<file path="src/rtl/lbps_pkg.sv">
// Shared types and constants for the LED blink-pattern sequencer.
// Operation, symbol and register-index codes plus fixed field widths.
// No dependencies.
`timescale 1ns / 1ps
`default_nettype none

package lbps_pkg;

    // Fixed field widths
    localparam int OP_W      = 2;
    localparam int SLOT_W    = 5;
    localparam int SYM_W     = 3;
    localparam int POS_W     = 6;
    localparam int TICKS_W   = 16;
    localparam int CFG_IDX_W = 3;
    localparam int CFG_DAT_W = 16;

    // Input operations; code 3 changes nothing
    typedef enum logic [OP_W-1:0] {
        OP_TICK  = 2'd0,
        OP_WRITE = 2'd1,
        OP_START = 2'd2
    } t_op;

    // Pattern symbols; codes 6 and 7 halt like the end code
    typedef enum logic [SYM_W-1:0] {
        SYM_END     = 3'd0,
        SYM_DASH    = 3'd1,
        SYM_DOT     = 3'd2,
        SYM_FLICKER = 3'd3,
        SYM_SPACE   = 3'd4,
        SYM_REPEAT  = 3'd5
    } t_sym;

    // Configuration register indexes
    typedef enum logic [CFG_IDX_W-1:0] {
        CFG_DASH_TICKS    = 3'd0,
        CFG_DOT_TICKS     = 3'd1,
        CFG_FLICKER_TICKS = 3'd2,
        CFG_SYM_GAP_TICKS = 3'd3,
        CFG_CHR_GAP_TICKS = 3'd4,
        CFG_BEEP_FOLLOWS  = 3'd5
    } t_cfg_idx;

    // Reset values of the configuration registers
    localparam logic [TICKS_W-1:0] RST_DASH_TICKS    = 16'd30;
    localparam logic [TICKS_W-1:0] RST_DOT_TICKS     = 16'd10;
    localparam logic [TICKS_W-1:0] RST_FLICKER_TICKS = 16'd5;
    localparam logic [TICKS_W-1:0] RST_SYM_GAP_TICKS = 16'd10;
    localparam logic [TICKS_W-1:0] RST_CHR_GAP_TICKS = 16'd30;

endpackage : lbps_pkg

`default_nettype wire

</file>
<file path="src/rtl/led_blink_pattern_sequencer_top.sv">
// Top level of the LED blink-pattern sequencer: input beat register,
// sequencer state, pattern store with prefetch read port.
// Depends on lbps_pkg.
//
//  Channel | Direction | Handshake                  | Payload
//  --------+-----------+----------------------------+---------------------------------
//  in      | sink      | i_in_valid / o_in_stall    | i_operation, i_slot, i_symbol
//  out     | source    | o_out_valid / i_out_stall  | o_led_on, o_beep_enable, o_position
//  cfg     | sink      | i_cfg_we                   | i_cfg_index, i_cfg_data
//
// Flow: one beat per clock sustained while the result is not stalled downstream; an accepted
//   input beat is loaded into the input register, then into the sequencer state that
//   drives the outputs.
// Reset: synchronous, active low; clears the sequencer state and the store's valid bits,
//   and loads the configuration registers with their reset values. No clearing pass: the store is usable at once.
// Stalls: o_in_stall rises only while a beat is held in the input register and the
//   pending result is stalled downstream; the output side holds its beat meanwhile.
`timescale 1ns / 1ps
`default_nettype none

module led_blink_pattern_sequencer_top #(
    parameter int PATTERN_DEPTH = 32
) (
    input  wire logic                            i_clk,
    input  wire logic                            i_rst_n,
    // input beat channel
    input  wire logic                            i_in_valid,
    output logic                                 o_in_stall,
    input  wire logic [lbps_pkg::OP_W-1:0]       i_operation,
    input  wire logic [lbps_pkg::SLOT_W-1:0]     i_slot,
    input  wire logic [lbps_pkg::SYM_W-1:0]      i_symbol,
    // result channel
    output logic                                 o_out_valid,
    input  wire logic                            i_out_stall,
    output logic                                 o_led_on,
    output logic                                 o_beep_enable,
    output logic [lbps_pkg::POS_W-1:0]           o_position,
    // configuration write port
    input  wire logic                            i_cfg_we,
    input  wire logic [lbps_pkg::CFG_IDX_W-1:0]  i_cfg_index,
    input  wire logic [lbps_pkg::CFG_DAT_W-1:0]  i_cfg_data
);

    import lbps_pkg::*;

    // Store index width and pointer width (pointer may sit one past the last entry)
    localparam int IW = (PATTERN_DEPTH > 1) ? $clog2(PATTERN_DEPTH) : 1;
    localparam int PW = $clog2(PATTERN_DEPTH + 1);
    localparam logic [PW-1:0] PTR_END = PW'(PATTERN_DEPTH);

    // ------------------------------------------------------------------
    // Configuration registers
    // ------------------------------------------------------------------
    logic [TICKS_W-1:0] r_dash_ticks;
    logic [TICKS_W-1:0] r_dot_ticks;
    logic [TICKS_W-1:0] r_flicker_ticks;
    logic [TICKS_W-1:0] r_sym_gap_ticks;
    logic [TICKS_W-1:0] r_chr_gap_ticks;
    logic               r_beep_follows;

    always_ff @(posedge i_clk) begin
        if (!i_rst_n) begin
            r_dash_ticks    <= RST_DASH_TICKS;
            r_dot_ticks     <= RST_DOT_TICKS;
            r_flicker_ticks <= RST_FLICKER_TICKS;
            r_sym_gap_ticks <= RST_SYM_GAP_TICKS;
            r_chr_gap_ticks <= RST_CHR_GAP_TICKS;
            r_beep_follows  <= 1'b0;
        end else if (i_cfg_we) begin
            unique case (i_cfg_index)
                CFG_DASH_TICKS:    r_dash_ticks    <= i_cfg_data;
                CFG_DOT_TICKS:     r_dot_ticks     <= i_cfg_data;
                CFG_FLICKER_TICKS: r_flicker_ticks <= i_cfg_data;
                CFG_SYM_GAP_TICKS: r_sym_gap_ticks <= i_cfg_data;
                CFG_CHR_GAP_TICKS: r_chr_gap_ticks <= i_cfg_data;
                CFG_BEEP_FOLLOWS:  r_beep_follows  <= i_cfg_data[0];
                default: ;  // indexes past the list are dropped
            endcase
        end
    end

    // ------------------------------------------------------------------
    // Handshake: input register ahead of the sequencer state
    // ------------------------------------------------------------------
    logic              r_in_valid;
    logic [OP_W-1:0]   r_op;
    logic [SLOT_W-1:0] r_slot;
    logic [SYM_W-1:0]  r_sym;
    logic              r_out_valid;

    logic advance;  // the sequencer may take the held input beat this cycle
    logic go;       // a beat is processed this cycle
    logic in_take;

    assign advance    = !r_out_valid || !i_out_stall;
    assign go         = r_in_valid && advance;
    assign o_in_stall = r_in_valid && !advance;
    assign in_take    = i_in_valid && !o_in_stall;

    always_ff @(posedge i_clk) begin
        if (!i_rst_n) begin
            r_in_valid  <= 1'b0;
            r_out_valid <= 1'b0;
        end else begin
            if (in_take) begin
                r_in_valid <= 1'b1;
            end else if (advance) begin
                r_in_valid <= 1'b0;
            end
            // the result beat is the sequencer state right after processing
            if (advance) begin
                r_out_valid <= r_in_valid;
            end
        end
    end

    // payload needs no reset
    always_ff @(posedge i_clk) begin
        if (in_take) begin
            r_op   <= i_operation;
            r_slot <= i_slot;
            r_sym  <= i_symbol;
        end
    end

    // ------------------------------------------------------------------
    // Sequencer state
    // ------------------------------------------------------------------
    logic [PW-1:0]      r_ptr,     n_ptr;
    logic               r_led,     n_led;
    logic               r_beep,    n_beep;
    logic [TICKS_W-1:0] r_elapsed, n_elapsed;
    logic [TICKS_W-1:0] r_seglen,  n_seglen;
    logic               r_done,    n_done;
    logic               r_cpp,     n_cpp;   // character pause pending
    logic               r_spp,     n_spp;   // symbol pause pending
    logic               r_rp,      n_rp;    // jump back to index zero pending

    // ------------------------------------------------------------------
    // Pattern store with prefetch: the registered read, with its write bypass,
    // always holds the entry at the current pointer, so a fetch needs no read in its cycle.
    // ------------------------------------------------------------------
    logic [SYM_W-1:0] mem [PATTERN_DEPTH];
    logic [PATTERN_DEPTH-1:0] r_vld;   // entry written since reset
    logic [SYM_W-1:0] r_rd;
    logic             r_rd_ok;         // r_rd holds a written, in-range entry
    logic             r_byp;           // pointed entry was written in the cycle the read was taken
    logic [SYM_W-1:0] r_byp_sym;

    logic             mem_we;
    logic [IW-1:0]    widx;
    logic [IW-1:0]    n_idx;
    logic             n_in_range;
    logic             slot_ok;
    logic [SYM_W-1:0] fsym;

    assign slot_ok    = (32'(r_slot) < 32'(PATTERN_DEPTH));
    assign widx       = IW'(r_slot);
    assign n_idx      = n_ptr[IW-1:0];
    assign n_in_range = (n_ptr < PTR_END);
    assign fsym       = r_byp ? r_byp_sym : (r_rd_ok ? r_rd : SYM_END);

    always_ff @(posedge i_clk) begin
        if (mem_we) begin
            mem[widx] <= r_sym;
        end
        r_rd      <= mem[n_idx];
        r_byp_sym <= r_sym;
    end

    always_ff @(posedge i_clk) begin
        if (!i_rst_n) begin
            r_vld   <= '0;
            r_rd_ok <= 1'b0;
            r_byp   <= 1'b0;
        end else begin
            if (mem_we) begin
                r_vld[widx] <= 1'b1;
            end
            r_rd_ok <= n_in_range && r_vld[n_idx];
            r_byp   <= mem_we && n_in_range && (widx == n_idx);
        end
    end

    // ------------------------------------------------------------------
    // Next-state logic for one beat
    // ------------------------------------------------------------------
    logic               seg_start;
    logic [TICKS_W-1:0] seg_len;
    logic               seg_lit;
    logic [TICKS_W-1:0] e_inc;

    assign e_inc = r_elapsed + TICKS_W'(1);

    always_comb begin
        n_ptr     = r_ptr;
        n_led     = r_led;
        n_beep    = r_beep;
        n_elapsed = r_elapsed;
        n_seglen  = r_seglen;
        n_done    = r_done;
        n_cpp     = r_cpp;
        n_spp     = r_spp;
        n_rp      = r_rp;
        seg_start = 1'b0;
        seg_len   = '0;
        seg_lit   = 1'b0;
        mem_we    = 1'b0;

        if (go) begin
            unique case (r_op)
                OP_TICK: begin
                    if (!r_done && (r_elapsed != '0)) begin
                        // count the running segment; stop and go dark at its end
                        if (e_inc >= r_seglen) begin
                            n_elapsed = '0;
                            n_led     = 1'b0;
                            n_done    = 1'b1;
                        end else begin
                            n_elapsed = e_inc;
                        end
                    end else if (r_done) begin
                        if (r_cpp) begin
                            n_cpp     = 1'b0;
                            seg_start = 1'b1;
                            seg_len   = r_chr_gap_ticks;
                        end else if (r_spp) begin
                            n_spp     = 1'b0;
                            seg_start = 1'b1;
                            seg_len   = r_sym_gap_ticks;
                        end else if (r_rp) begin
                            n_rp  = 1'b0;
                            n_ptr = '0;
                        end else begin
                            unique case (fsym)
                                SYM_DASH, SYM_DOT, SYM_FLICKER: begin
                                    seg_start = 1'b1;
                                    seg_lit   = 1'b1;
                                    seg_len   = (fsym == SYM_DASH) ? r_dash_ticks :
                                                (fsym == SYM_DOT)  ? r_dot_ticks  :
                                                                     r_flicker_ticks;
                                    n_spp     = 1'b1;
                                    n_ptr     = r_ptr + PW'(1);
                                end
                                SYM_SPACE: begin
                                    n_cpp = 1'b1;
                                    n_ptr = r_ptr + PW'(1);
                                end
                                SYM_REPEAT: begin
                                    n_rp = 1'b1;
                                end
                                default: ;  // end and unknown codes halt here
                            endcase
                        end
                    end
                end
                OP_WRITE: begin
                    mem_we = slot_ok;
                end
                OP_START: begin
                    n_ptr  = '0;
                    n_done = 1'b1;
                end
                default: ;  // no-op beat reports the current state
            endcase
        end

        if (seg_start) begin
            n_seglen  = seg_len;
            n_elapsed = TICKS_W'(1);
            n_done    = 1'b0;
            n_led     = seg_lit;
            if (r_beep_follows) begin
                n_beep = seg_lit;
            end
        end
    end

    always_ff @(posedge i_clk) begin
        if (!i_rst_n) begin
            r_ptr     <= '0;
            r_led     <= 1'b0;
            r_beep    <= 1'b0;
            r_elapsed <= '0;
            r_seglen  <= '0;
            r_done    <= 1'b0;
            r_cpp     <= 1'b0;
            r_spp     <= 1'b0;
            r_rp      <= 1'b0;
        end else begin
            r_ptr     <= n_ptr;
            r_led     <= n_led;
            r_beep    <= n_beep;
            r_elapsed <= n_elapsed;
            r_seglen  <= n_seglen;
            r_done    <= n_done;
            r_cpp     <= n_cpp;
            r_spp     <= n_spp;
            r_rp      <= n_rp;
        end
    end

    // State only moves together with the result beat, so it is the result register.
    assign o_out_valid   = r_out_valid;
    assign o_led_on      = r_led;
    assign o_beep_enable = r_beep;
    assign o_position    = POS_W'(r_ptr);

    // ------------------------------------------------------------------
    // Assertions
    // ------------------------------------------------------------------
    a_ptr_bound: assert property (@(posedge i_clk) disable iff (!i_rst_n)
        r_ptr <= PTR_END)
        else $error("pointer ran past the end of the pattern store");

    a_one_pending: assert property (@(posedge i_clk) disable iff (!i_rst_n)
        $onehot0({r_cpp, r_spp, r_rp}))
        else $error("more than one pending fetch action");

    a_end_reads_end: assert property (@(posedge i_clk) disable iff (!i_rst_n)
        (r_ptr == PTR_END) |-> (fsym == SYM_END))
        else $error("prefetch returned a symbol past the end of the store");

    a_state_holds: assert property (@(posedge i_clk) disable iff (!i_rst_n)
        (r_out_valid && i_out_stall) |=> ($stable(r_ptr) && $stable(r_led)
                                          && $stable(r_beep) && $stable(r_done)))
        else $error("sequencer state moved while the result beat was stalled");

endmodule : led_blink_pattern_sequencer_top

`default_nettype wire
</file>
<file path="config.mk">
export PLATFORM = sky130hd
export DESIGN_NAME = led_blink_pattern_sequencer_top
export DESIGN_NICKNAME = d
export VERILOG_FILES = /design/src/rtl/lbps_pkg.sv /design/src/rtl/led_blink_pattern_sequencer_top.sv
export SDC_FILE = /design/constraint.sdc
export NUM_CORES = 1
export LEC_CHECK = 0
export ABC_AREA = 1
export BUFFER_PORTS_ARGS = -buffer_cell sky130_fd_sc_hd__buf_2
export CORE_ASPECT_RATIO = 0.5
export CORE_MARGIN = 1.5
export CORE_UTILIZATION = 64
export CTS_BUF_LIST = sky130_fd_sc_hd__clkbuf_4 sky130_fd_sc_hd__clkbuf_8
export CTS_CLUSTER_DIAMETER = 150
export DETAILED_ROUTE_END_ITERATION = 16
export GPL_TIMING_DRIVEN = 0
export HOLD_SLACK_MARGIN = 0.12
export PLACE_DENSITY = 0.82
export SYNTH_ARGS = -nofsm -noshare
export SYNTH_HDL_FRONTEND = slang
export SYNTH_SLANG_ARGS = --single-unit
</file>
<file path="constraint.sdc">
create_clock -name i_clk -period 4 [get_ports i_clk]
set_input_delay 0.2 -clock i_clk [delete_from_list [all_inputs] [get_ports i_clk]]
set_output_delay 0.2 -clock i_clk [all_outputs]
set_load 0.02 [all_outputs]
</file>
=== Word level (Yosys, flattened, before mapping) ===
Memories as Yosys holds them, arrays and structs flattened. A register that Yosys moved wholly into a read port is not among the register bits.
Index checks and enable logic that the tools add are counted.
Widths: inputs -> output; s select.

* Eq/ne operators: 15
* Muxes and demuxes: 63
* Order comparisons: 5
* Reductions and logical operators: 40
* Add/sub/neg operators: 2
* Bitwise gates (word level): 5

{| class="wikitable"
|+ Operators by type and width
! cell !! number
|-
| $mux 16 || 11
|-
| $mux 6 || 7
|-
| $mux 1 || 39
|-
| $or 32x32->32 || 1
|-
| $add 16x1->16 const B || 1
|-
| $ge 16x16->1 || 1
|-
| $reduce_bool 16->1 || 1
|-
| $reduce_and 2->1 || 7
|-
| $eq 3x2->1 const B || 4
|-
| $eq 3x3->1 const B || 4
|-
| $lt 5x6->1 const B || 2
|-
| $pmux 6 s2 || 1
|-
| $reduce_and 4->1 || 3
|-
| $reduce_bool 2->1 || 6
|-
| $logic_and 1x1->1 || 8
|-
| $add 6x1->6 const B || 1
|-
| $eq 3x1->1 const B || 2
|-
| $lt 6x6->1 const B || 1
|-
| $mux 3 || 2
|-
| $reduce_and 3->1 || 2
|-
| $reduce_and 6->1 || 1
|-
| $bmux 1 s5 || 1
|-
| $demux 1 s5 || 1
|-
| $eq 5x5->1 || 1
|-
| 14 further kinds || 22
|}

* Flip-flop bits (word level): 174
* Word-level logic and storage cells: 156
* RAM bits: 96
* Memories kept: 1
* Input bits: 34
* Output and inout port bits: 10

{| class="wikitable"
|+ Memories
! name !! words !! bits a word !! rd ports !! clocked after memory_dff !! wr ports !! RTL line !! RTL
|-
| mem || 32 || 3 || 1 || 1 || 1 || led_blink_pattern_sequencer_top.sv:143 || <nowiki>logic [SYM_W-1:0] mem [PATTERN_DEPTH];</nowiki>
|}

=== Logic depth before layout (Yosys ltp) ===
Gate-level depths: netlist of run 1.

* Depth after elaboration: 15
* Gate-level depth with buffers: 20
* Mapped depth without buffers: 19

=== Worst setup path before layout of run 1 ===
Ideal clock, no wire load.

* Kind: reg2reg
* Start point: reg r_elapsed[0]
* End point: reg r_elapsed[10]
* Clock period less this slack: 3128 ps
* Path slack: 872 ps
* Data required time: 3930 ps
* Setup time: 70 ps
* Cell stages (with the launch flop): 20
* Data arrival time: 3058 ps
* Cells stage by stage: dfxtp_1 -> ha_1 -> nand2_1 -> nor3b_1 -> nand2_1 -> nor3_1 -> nand3_1 -> nor2_1 -> xor2_1 -> ha_1 -> nand2_1 -> inv_1 -> nand3_1 -> inv_1 -> a21oi_1 -> nand3_1 -> nor2_1 -> clkbuf_1 -> nand2_1 -> a21oi_1

* Cells in the longest elaborated chain, start to end: 6
* Elaborated cells between the ends (all ways): 10

{| class="wikitable"
|+ RTL lines
! element !! RTL line !! RTL
|-
| from (decl) || led_blink_pattern_sequencer_top.sv:132 || <nowiki>logic [TICKS_W-1:0] r_elapsed, n_elapsed;</nowiki>
|-
| from (signal assigned) || led_blink_pattern_sequencer_top.sv:294 || <nowiki>r_elapsed <= n_elapsed;</nowiki>
|-
| parallel branches: the longest is 6 deep, another holds $add 16x1->16 || n/a ||
|}

Several ways; the timed one is not identified.
A chain may end at the register's enable or synchronous reset.

=== Worst setup path in the final report of run 1 ===
* Start point: reg r_elapsed[0]
* End point: reg r_elapsed[4]

Same word-level chain as after synthesis.

==> run metrics, run 1 <==
routed len/inst=17.7 um; hold path cells=5; vias in the first global route=10141; critical path type=flop to flop; Compound-Gate Fraction of Synth Area=13.0%; RSZ-0062 raised after global routing=no; Seq/Total Area, Yosys=54.4%; core area=18400 um2; area grow syn2layout=14.1%; Post CTS Setup Buffer Count=0; Fin Setup TNS=0 ns; max incr delay on CP=0.38 ns; Num CTS Buffers=38; First-pass DRT Iterations=8; initial antenna violation count=0; dpl hpwl=21900 um; Mapped Nets=1487; crit-path most repeated cell=nand2_1; Initial Utilization=65.3%; CP Cell Sequence=ha_1 -> nand2_1 -> nor3b_2 -> nand2_1 -> nor3_1 -> nand3_1 -> nor2_1 -> xor2_1 -> ha_1 -> nand2_1 -> inv_1 -> nand3_1 -> inv_1 -> a21oi_1 -> nand3_1 -> nor2_4 -> clkbuf_2 -> nand2_1 -> a21oi_1; total number of vias=10727; die extent in y=99.8 um; Worst Path Max Fanout=10; clock power share=42.1%; Mean Syn Cell Area=8.37 um2; Overflow after GRT=0; Tightest Hold Check Type=input port to flop; clk_lat worst skew=0.55 ns; FP Rows=35; first-pass GRT wire length=50300 um; adder-cell share of the synthesized area=1.98%; Worst Setup Start Kind=flop; final net count=1604; Synth area leaders=dfxtp_1 28%, edfxtp_1 27%, nor2_1 9.0%; Period minus WS final=3.58 ns; Combinational Power Share=3.8%; Tcrit/Tclk final=89.4%; MaxCap Viol Count=0; clk_skew=0.0243 ns; WHS=0.176 ns; xor and xnor fraction of the mapped netlist area=1.17%; Placer Congestion=0.998; antenna-violating nets left=0; synth unique cells=41; Syn Std Cell Area=12000 um2; P_leak=5.50 nW; Rel. slew slack=18.5%; Total Routed Length=32200 um; Synth top area share=27.9%; CTS tree=yes; Synth Area in Simple Gates=23.0%; pin count of the biggest net entering global routing=34; Int Pwr=0.00426 W; Switching Share=22.4%; synth warn=0; mux cell area share after synthesis=0%; dominant synthesized flop cell=dfxtp_1; Fillers=1310; largest family of logic cells by synthesized area=simple AND/OR/NAND/NOR gates; pwr/cell area=401 nW/um2; share of layout cells above drive strength 1=9.89%; Bufs on Longest Clock Path=3; clock transition at the registers of the reported paths=0.07 ns; Final setup viols=0; WP data required=4.46 ns; drt first-iter violations=1158; Max VDD drop=0.333 mV; CP endpoint kind=flop; Port Buf Inserts=43; leading area contributor after synthesis=dfxtp_1; CP max-delay cell=dfxtp_1; Max Slew Vio Count=0; ys async rst share=0%; status=finished, final reports clean; # clock sinks=273; Post-synth EDFFs=106; sw power=0.00123 W; Sequential Power Share=54.0%; # DRC=0; die width=197 um; synthesis-stage register bit count=273; GRT Total Usage=33.2%; Root Driver=clkbuf_8; via/cell ratio=5.90; die area=19600 um2; antenna cells=0; Achievable Freq=280 MHz; Worst-Margin Slew=1.22 ns; Hold Fails Final Rpt=0; WP data arrival=4.04 ns; H-tree levels=2; R2R cell count=19; Post-Syn Instances=1434; I/O Pins=44
[worst max-delay path: cells and delay by family, from the launching register on]
kind	cells	cell delay (ns)
adders and majority gates	2	0.47
AOI/OAI and AO/OA	2	0.34
and+or+nand+nor	11	1.76
buffers and inverters	3	0.35
DFF	1	0.38
xor gates and xnor gates	1	0.23
[per-layer routing]
| layer | vias up | track usage [%] | share of wire (%) |
|---|---|---|---|
| met5 | - | 0 | 0 |
| met4 | 0 | 13.6 | 3.1 |
| met3 | 93 | 8.00 | 11 |
| met2 | 615 | 55.8 | 46 |
| met1 | 4989 | 42.0 | 40 |
| li1 | 5030 | - | - |
[flip-flops by register name, indices dropped and copies added (netlist names), 2 cells and up]
signal           count
r_slot               5
r_seglen            16
o_position           6
r_chr_gap_ticks     16
r_dash_ticks        16
r_dot_ticks         16
r_flicker_ticks     16
r_vld               32
r_rd                 3
r_byp_sym            3
r_sym_gap_ticks     16
mem                 96
r_op                 2
r_sym                3
r_elapsed           16
[metrics by stage]
step / instance area (um2) / utilization, % / cells / setup WS (ns) / power [W]
CTS: 13700 / 74.3 / 1817 / 0.0236 / 0.00549
global route: 13700 / 74.4 / 1817 / 0.0550 / 0.00563
floorplan: 12000 / - / 1434 / 0.872 / 0.00311
finish: 13700 / 74.4 / 1817 / 0.422 / 0.00549
detailed placement: 12500 / 68.1 / 1717 / 0.0532 / 0.00320
global placement: 12500 / 68.1 / 1717 / 0.265 / 0.00320
[kinds of logic after synthesis]
family                     Yosys count
and+or+nand+nor                    664
AOI/OAI and AO/OA                  275
DFF                                273
buffers and inverters              187
adders and majority gates           19
xor gates and xnor gates            16
[power by group through the flow]
stage                logic, W  registers, W  clock network (W)
global placement     0.000170       0.00303                  0
floorplan           0.0000996       0.00301                  0
detailed placement   0.000176       0.00303                  0
CTS                  0.000201       0.00297            0.00232
global route         0.000226       0.00297            0.00244
finish               0.000209       0.00297            0.00231
[cell usage after synthesis, types with 4 or more instances]
cell type,instances
inv_1,117
clkbuf_1,34
buf_1,4
nor3_1,4
nand2_2,4
buf_2,13
xor2_1,13
ha_1,19
o211ai_1,37
edfxtp_1,106
nand2_1,244
a211oi_1,17
dfxtp_1,167
nor4_1,5
nor2_1,287
a21oi_1,69
o21ai_0,123
nand4_1,12
o21ai_1,5
nand3b_1,4
buf_4,8
o22ai_1,14
nand3_1,93
inv_2,5
[path summary, 6_finish.rpt]
kind | slack (ns) | to | from
setup / recovery | 0.42 | r_elapsed[4]$_SDFFE_PP0P_ | r_elapsed[0]$_SDFFE_PN0P_
hold / removal | 0.18 | r_dot_ticks[3]$_SDFFE_PN1P_ | i_cfg_index[2]
hold reg to reg | 0.45 | r_dot_ticks[8]$_SDFFE_PN0P_ | r_dot_ticks[8]$_SDFFE_PN0P_
setup reg to reg | 0.42 | r_elapsed[4]$_SDFFE_PP0P_ | r_elapsed[0]$_SDFFE_PN0P_
[final cells by class]
type	count	area (um2)	share of cell area [%]
tap	240	300	2.19
clock inverter	5	52.6	0.384
inverter	125	469	3.43
sequential	273	6530	47.7
buffer	62	303	2.21
timing repair buffer	77	556	4.06
multi-input combinational	974	4720	34.5
clock buffer	61	758	5.54
[cells in the final DEF (no fill, tap or decap), types with 4 or more instances in the layout]
cell           instances
nand4_1               12
o22ai_1               14
inv_2                  5
buf_2                 56
clkinv_1               5
nand3_1               93
a21oi_1               69
nand2_2                4
dfxtp_1              167
a211oi_1              17
nor2_1               286
o211ai_1              37
buf_1                  4
nor4_1                 4
o21ai_1                5
clkbuf_4              13
xor2_1                13
clkbuf_8              48
dlygate4sd3_1         34
nor3_1                 4
nand3b_1               4
nand2_1              244
buf_4                  8
edfxtp_1             106
o21ai_0              123
inv_1                117
clkbuf_1              33
ha_1                  19
[repair_timing]
action / 4_1_cts / 5_1_grt
hold buffers: 34 / 0
setup endpoints to repair: 0 / 10
endpoints found under the hold margin: 94 / 0
gates resized for setup: 0 / 6
No activity file was read; power rests on OpenSTA's default activity.
==> inputs of run 2 (changes only) <==
--- a/config.mk
+++ b/config.mk
@@ -7,15 +7,18 @@
 export LEC_CHECK = 0
 export ABC_AREA = 1
 export BUFFER_PORTS_ARGS = -buffer_cell sky130_fd_sc_hd__buf_2
+export CELL_PAD_IN_SITES_DETAIL_PLACEMENT = 1
+export CELL_PAD_IN_SITES_GLOBAL_PLACEMENT = 2
 export CORE_ASPECT_RATIO = 0.5
 export CORE_MARGIN = 1.5
-export CORE_UTILIZATION = 64
+export CORE_UTILIZATION = 40
 export CTS_BUF_LIST = sky130_fd_sc_hd__clkbuf_4 sky130_fd_sc_hd__clkbuf_8
 export CTS_CLUSTER_DIAMETER = 150
 export DETAILED_ROUTE_END_ITERATION = 16
 export GPL_TIMING_DRIVEN = 0
 export HOLD_SLACK_MARGIN = 0.12
-export PLACE_DENSITY = 0.82
+export PLACE_DENSITY_LB_ADDON = 0.1
+export RECOVER_POWER = 100
 export SYNTH_ARGS = -nofsm -noshare
 export SYNTH_HDL_FRONTEND = slang
 export SYNTH_SLANG_ARGS = --single-unit
==> run 2 against run 1 <==
Maximum frequency fell by 2.3%. Hold slack gained 0.014 ns. Non-clock buffer count decreased by 1. Clock skew up 0.020 ns. Wire length rose by 17%. Critical path depth shrank 3. Power increased by 3.9%. Worst setup slack lost 0.084 ns. Clock power is 9.5% higher. Utilization is 27 points lower. First-iteration DRC count down 62%. Via count is 4.0% lower. Critical path type unchanged. Highest routed layer unchanged.
==> run metrics, run 2 (synthesis results as in run 1) <==
status=finished, final reports clean; routed len/inst=19.1 um (+7.8%); Root Driver=clkbuf_8; antenna cells=0 (unchanged); most common cell after layout, fill and taps aside=nor2_1; P_leak=5.49 nW (-0.18%); largest reg by FF count=mem; WHS=0.190 ns (+0.0141 ns); Achievable Freq=273 MHz (-2.3%); initial antenna violation count=0 (unchanged); die area=31100 um2 (+58%); clock transition at the registers of the reported paths=0.06 ns (about the same); biggest regs=mem (96), r_vld (32); Hold Fails Final Rpt=0 (unchanged); CP endpoint kind=flop; max FFs per register=96 (unchanged); # clock sinks=273 (unchanged); pwr/cell area=410 nW/um2 (+2.1%); Total Routed Length=37800 um (+17%); fin cells=1978 (+8.9%); I/O Pins=44 (unchanged); register area=6530 um2 (unchanged); die extent in y=125 um (+26%); crit-path most repeated cell=nand2_1; First-pass DRT Iterations=5 (-3); WP data required=4.45 ns (about the same); Num CTS Buffers=43 (+13%); clk_lat worst skew=0.58 ns (+0.03 ns); Initial Utilization=41.1% (-24 points); H-tree levels=2 (unchanged); CTS tree=yes; dpl hpwl=26800 um (+22%); Worst-Margin Slew=1.21 ns (-0.0150 ns); drt first-iter violations=443 (-62%); Tightest Hold Check Type=input port to flop; Int Pwr=0.00438 W (+2.9%); CP max-delay cell=nor3_1; vias in the first global route=10885 (+7.3%); Final setup viols=0 (unchanged); Period minus WS final=3.66 ns (+0.0841 ns); CP Cell Sequence=nand2_1 -> nand2_1 -> nor3_1 -> nand2_2 -> nor3_1 -> nand2_1 -> nand2_4 -> nand2_4 -> clkbuf_1 -> buf_6 -> o211ai_1 -> nand3_1 -> nand3_1 -> nand2_1 -> nand2_1 -> nand2_1; final net count=1608 (+0.25%); die width=248 um (+26%); Overflow after GRT=0 (unchanged); share of layout cells above drive strength 1=9.07% (-0.82 points); Worst Path Max Fanout=10 (unchanged); clock power share=44.3% (+2.2 points); fin util=47.7% (-27 points); Port Buf Inserts=43 (unchanged); Combinational Power Share=3.7% (about the same); Fillers=3517 (+170%); WP data arrival=4.11 ns (+0.07 ns); Bufs on Longest Clock Path=3 (unchanged); Placer Congestion=0.801 (-20%); MaxCap Viol Count=0 (unchanged); critical path type=flop to flop; Max VDD drop=0.186 mV (-44%); Post CTS Setup Buffer Count=0 (unchanged); Max Slew Vio Count=0 (unchanged); FP Rows=44 (+26%); placed cells=1868 (+8.8%); pin count of the biggest net entering global routing=34 (unchanged); multi-input logic area=4710 um2 (-0.29%); max incr delay on CP=0.60 ns (+0.22 ns); total number of vias=10295 (-4.0%); core area=29200 um2 (+59%); clk_skew=0.0443 ns (+0.0201 ns); first-pass GRT wire length=59300 um (+18%); antenna-violating nets left=0 (unchanged); Tcrit/Tclk final=91.5% (+2.1 points); Switching Share=23.2% (+0.78 points); Worst Setup Start Kind=flop; GRT Total Usage=24.8% (-8.4 points); sw power=0.00132 W (+7.5%); most frequent cells in the layout=286 x nor2_1, 245 x nand2_1, 167 x dfxtp_1; Sequential Power Share=52.0% (-2.0 points); Rel. slew slack=19.5% (+1.0 points); # DRC=0 (unchanged); area grow syn2layout=16.1%; RSZ-0062 raised after global routing=no; via/cell ratio=5.20 (-12%)
run 2: cell types whose count changed in the layout (fill, tap and decap cells not counted), sizes merged:
| cell | change |
|---|---|
| dlygate4sd3 | -1 |
| bufinv | -1 |
| clkinvlp | -1 |
| buf | -21 |
| clkbuf | +28 |
| clkinv | +5 |
| inv | +1 |
run 2: area by class of cell:
cell class,count,share of cell area (%)
Clock inverter,9,0.341
Buffer,62,2.10
Clock buffer,68,6.27
Multi-Input combinational cell,974,33.8
Timing Repair Buffer,76,3.79
Sequential cell,273,46.8
Inverter,125,3.37
Tap cell,391,3.51
run 2: routing by layer:
layer,track usage (%),share of wire [%]
met5,0,0
met4,6.45,2.1
met3,4.08,4.3
met2,43.6,49
met1,31.5,45
run 2: power by group through the flow:
stage	registers [W]	logic (W)	clock network, W
6_report	0.00297	0.000212	0.00253
5_1_grt	0.00297	0.000233	0.00272
4_1_cts	0.00297	0.000213	0.00260
3_5_place_dp	0.00303	0.000187	0
3_3_place_gp	0.00303	0.000181	0
2_1_floorplan	0.00301	0.0000996	0
run 2: metrics by stage:
stage | power, W | area, um2 | TNS (ns) | setup WS (ns)
6_report | 0.00571 | 13900 | 0 | 0.338
5_1_grt | 0.00592 | 13900 | 0 | 0.0232
4_1_cts | 0.00578 | 14000 | 0 | 0.00116
3_5_place_dp | 0.00322 | 12700 | -0.738 | -0.108
3_3_place_gp | 0.00321 | 12700 | 0 | 0.00424
2_1_floorplan | 0.00311 | 12000 | 0 | 0.872
run 2: final timing paths:
check	start	end	cells after the start	slack, ns
setup / recovery	o_out_valid$_SDFFE_PN0N_	r_rd[2]$_DFF_P_	16	0.34
setup reg to reg	o_out_valid$_SDFFE_PN0N_	r_rd[2]$_DFF_P_	16	0.34
hold reg to reg	r_dot_ticks[5]$_SDFFE_PN0P_	r_dot_ticks[5]$_SDFFE_PN0P_	2	0.46
hold / removal	i_cfg_index[0]	r_flicker_ticks[1]$_SDFFE_PN0P_	4	0.19
run 2: repair_timing:
item                       4_1_cts  5_1_grt
setup endpoints to repair       10       15
gates resized for setup          1        6
cloned                           0        0
hold endpoints to repair        94        0
hold buffers                    33        0
pin swaps                        0        0
run 2: critical path: cells and delay by family, from the launching register on:
| family | cells | cell delay (ns) |
|---|---|---|
| flops | 1 | 0.32 |
| buf+inv | 2 | 0.63 |
| simple gates | 13 | 2.40 |
| compound gates | 1 | 0.18 |
==> inputs of run 3 (changes only) <==
--- a/config.mk
+++ b/config.mk
@@ -11,7 +11,7 @@
 export CELL_PAD_IN_SITES_GLOBAL_PLACEMENT = 2
 export CORE_ASPECT_RATIO = 0.5
 export CORE_MARGIN = 1.5
-export CORE_UTILIZATION = 40
+export CORE_UTILIZATION = 43
 export CTS_BUF_LIST = sky130_fd_sc_hd__clkbuf_4 sky130_fd_sc_hd__clkbuf_8
 export CTS_CLUSTER_DIAMETER = 150
 export DETAILED_ROUTE_END_ITERATION = 16
==> constraint.sdc (replaced) <==
create_clock -name i_clk -period 4.3 [get_ports i_clk]
set_input_delay 0.215 -clock i_clk [delete_from_list [all_inputs] [get_ports i_clk]]
set_output_delay 0.215 -clock i_clk [all_outputs]
set_load 0.02 [all_outputs]
==> run 3 against run 2 <==
Sequential share of layout area rose by 0.63 points. Count of clock-buffer cells in the layout shrank 4. Worst setup slack got worse by 0.14 ns. Cell area is 1.3% lower. Sequential power fell by 7.1%. Hold slack worse by 0.015 ns. Combinational power is 9% lower. Register-to-register slack lost 0.14 ns. Maximum frequency down 11%. The run now ends with max-capacitance violations, max-slew violations left. Cell count fell by 1.3%. Global-route usage is 1.6 points higher.
==> run metrics, run 3 (synthesis results as in run 1) <==
Final setup viols=0 (unchanged); Port Buf Inserts=43 (unchanged); Initial Utilization=44.6% (+3.6 points); clock transition at the registers of the reported paths=0.06 ns (about the same); status=finished with violations; worst slack, placed=0.216 ns (+0.324 ns); Fin Setup TNS=0 ns (unchanged); Max Slew Vio Count=10 (+10); PnR Total Power=0.00510 W (-11%); R2R cell count=14 (-2); CP max-delay cell=a21boi_0; antenna-violating nets left=0 (unchanged); die width=239 um (-3.5%); dpl hpwl=26100 um (-2.7%); Overflow after GRT=0 (unchanged); die area=29000 um2 (-6.9%); first-pass GRT wire length=58200 um (-1.8%); FP Rows=42 (-4.5%); CP Cell Sequence=nand2_1 -> o21ai_1 -> nand3_2 -> nand3_4 -> nand2_1 -> nand3_1 -> nand2_1 -> a21boi_0 -> clkbuf_2 -> nand3_1 -> a21oi_1 -> nor2_1 -> nor2_1 -> nor2_1; core area=26900 um2 (-8.0%); sw power=0.00118 W (-11%); Final WS setup=0.200 ns (-0.139 ns); drt first-iter violations=674 (+52%); share of layout cells above drive strength 1=8.36% (-0.71 points); max FFs per register=96 (unchanged); initial antenna violation count=0 (unchanged); Tightest Hold Check Type=input port to flop; Root Driver=clkbuf_8; CP endpoint kind=flop; fin cells=1953 (-1.3%); GRT Total Usage=26.4% (+1.6 points); CTS tree=yes; Post CTS Setup Buffer Count=0 (unchanged); critical path type=flop to flop; Hold Fails Final Rpt=0 (unchanged); WP data required=4.76 ns (+0.31 ns); total number of vias=10305 (+0.097%); Worst Path Max Fanout=10 (unchanged); biggest regs=mem (96), r_vld (32); most frequent cells in the layout=287 x nor2_1, 247 x nand2_1, 167 x dfxtp_1; final net count=1605 (-0.19%); Combinational Power Share=3.8% (about the same); Placer Congestion=0.858 (+7.2%); I/O Pins=44 (unchanged); Switching Share=23.2% (about the same); largest reg by FF count=mem; clk_skew=0.0291 ns (-0.0152 ns); First-pass DRT Iterations=7 (+2); area grow syn2layout=14.6%; antenna cells=0 (unchanged); failing checks=max-capacitance violations, max-slew violations; Tcrit/Tclk final=95.4% (+3.8 points); MaxCap Viol Count=1 (+1); Worst-Margin Slew=1.76 ns (+0.550 ns); Achievable Freq=244 MHz (-11%); Int Pwr=0.00392 W (-11%); Period minus WS final=4.10 ns (+0.439 ns); P_leak=5.42 nW (-1.3%); Num CTS Buffers=41 (-4.7%); Rel. slew slack=-18.2% (-38 points); max incr delay on CP=1.32 ns (+0.72 ns); Bufs on Longest Clock Path=3 (unchanged); most common cell after layout, fill and taps aside=nor2_1; vias in the first global route=10698 (-1.7%); clk_lat worst skew=0.58 ns (about the same); pin count of the biggest net entering global routing=34 (unchanged); hold path cells=4 (unchanged); fin util=51.1% (+3.4 points); H-tree levels=2 (unchanged); # clock sinks=273 (unchanged); Max VDD drop=0.186 mV (-0.18%); RSZ-0062 raised after global routing=no; Sequential Power Share=54.1% (+2.1 points); via/cell ratio=5.28 (+1.4%); # DRC=0 (unchanged); Total Routed Length=37200 um (-1.7%); routed len/inst=19.0 um (-0.45%); WP data arrival=4.56 ns (+0.45 ns); pwr/cell area=371 nW/um2 (-9.4%); die extent in y=121 um (-3.5%); placed cells=1851 (-0.91%); Worst Setup Start Kind=flop; clock power share=42.1% (-2.2 points)
## run 3: cell types whose count changed in the layout (fill, tap and decap cells not counted), moves of 2 or more
cell      delta
buf_1        +2
clkbuf_1     -2
clkbuf_4     +8
clkbuf_8    -12
clkinv_2     -2
nand2_1      +2
nand2_4      -2
## run 3: through the flow
stage / hold slack (ns) / area (um2)
2_1_floorplan: 0.314 / 12000
3_3_place_gp: 0.392 / 12700
3_5_place_dp: 0.394 / 12700
4_1_cts: 0.142 / 13800
5_1_grt: 0.187 / 13800
6_report: 0.175 / 13800
## run 3: path summary, 6_finish.rpt
path	slack, ns	endpoint	startpoint
setup / recovery	0.20	r_rd_ok$_SDFF_PN0_	r_rd_ok$_SDFF_PN0_
hold / removal	0.17	r_flicker_ticks[3]$_SDFFE_PN0P_	i_cfg_index[0]
hold reg to reg	0.46	r_dot_ticks[8]$_SDFFE_PN0P_	r_dot_ticks[8]$_SDFFE_PN0P_
setup reg to reg	0.20	r_rd_ok$_SDFF_PN0_	r_rd_ok$_SDFF_PN0_
## run 3: power by group through the flow
stage               clock, W  combinational [W]  sequential, W
global placement           0           0.000166        0.00281
detailed placement         0           0.000171        0.00282
floorplan                  0          0.0000926        0.00280
global route         0.00231           0.000214        0.00276
CTS                  0.00219           0.000193        0.00276
finish               0.00215           0.000193        0.00276
## run 3: final cells by class
class                      count  area [um2]
multi-input combinational    974        4670
inverter                     125         469
buffer                        62         299
sequential                   273        6530
clock buffer                  64         768
tap                          374         468
clock inverter                 6        32.5
fill                        3304       13200
timing repair buffer          75         515
## run 3: critical path: cells and delay by family (launching register included)
kind | cells | cell delay, ns
compound gates | 3 | 1.76
buf+inv | 1 | 0.54
flops | 1 | 0.39
simple gates | 10 | 1.28
## run 3: per-layer routing
layer	track usage (%)	routed length, um
met1	33.2	16800
met2	46.5	18000
met3	4.98	1740
met4	7.20	623
met5	0	0
## run 3: repair_timing
action	CTS	global route
hold buffers	32	0
gates resized for setup	0	3
hold endpoints to repair	93	0
endpoints found under the setup margin	0	10
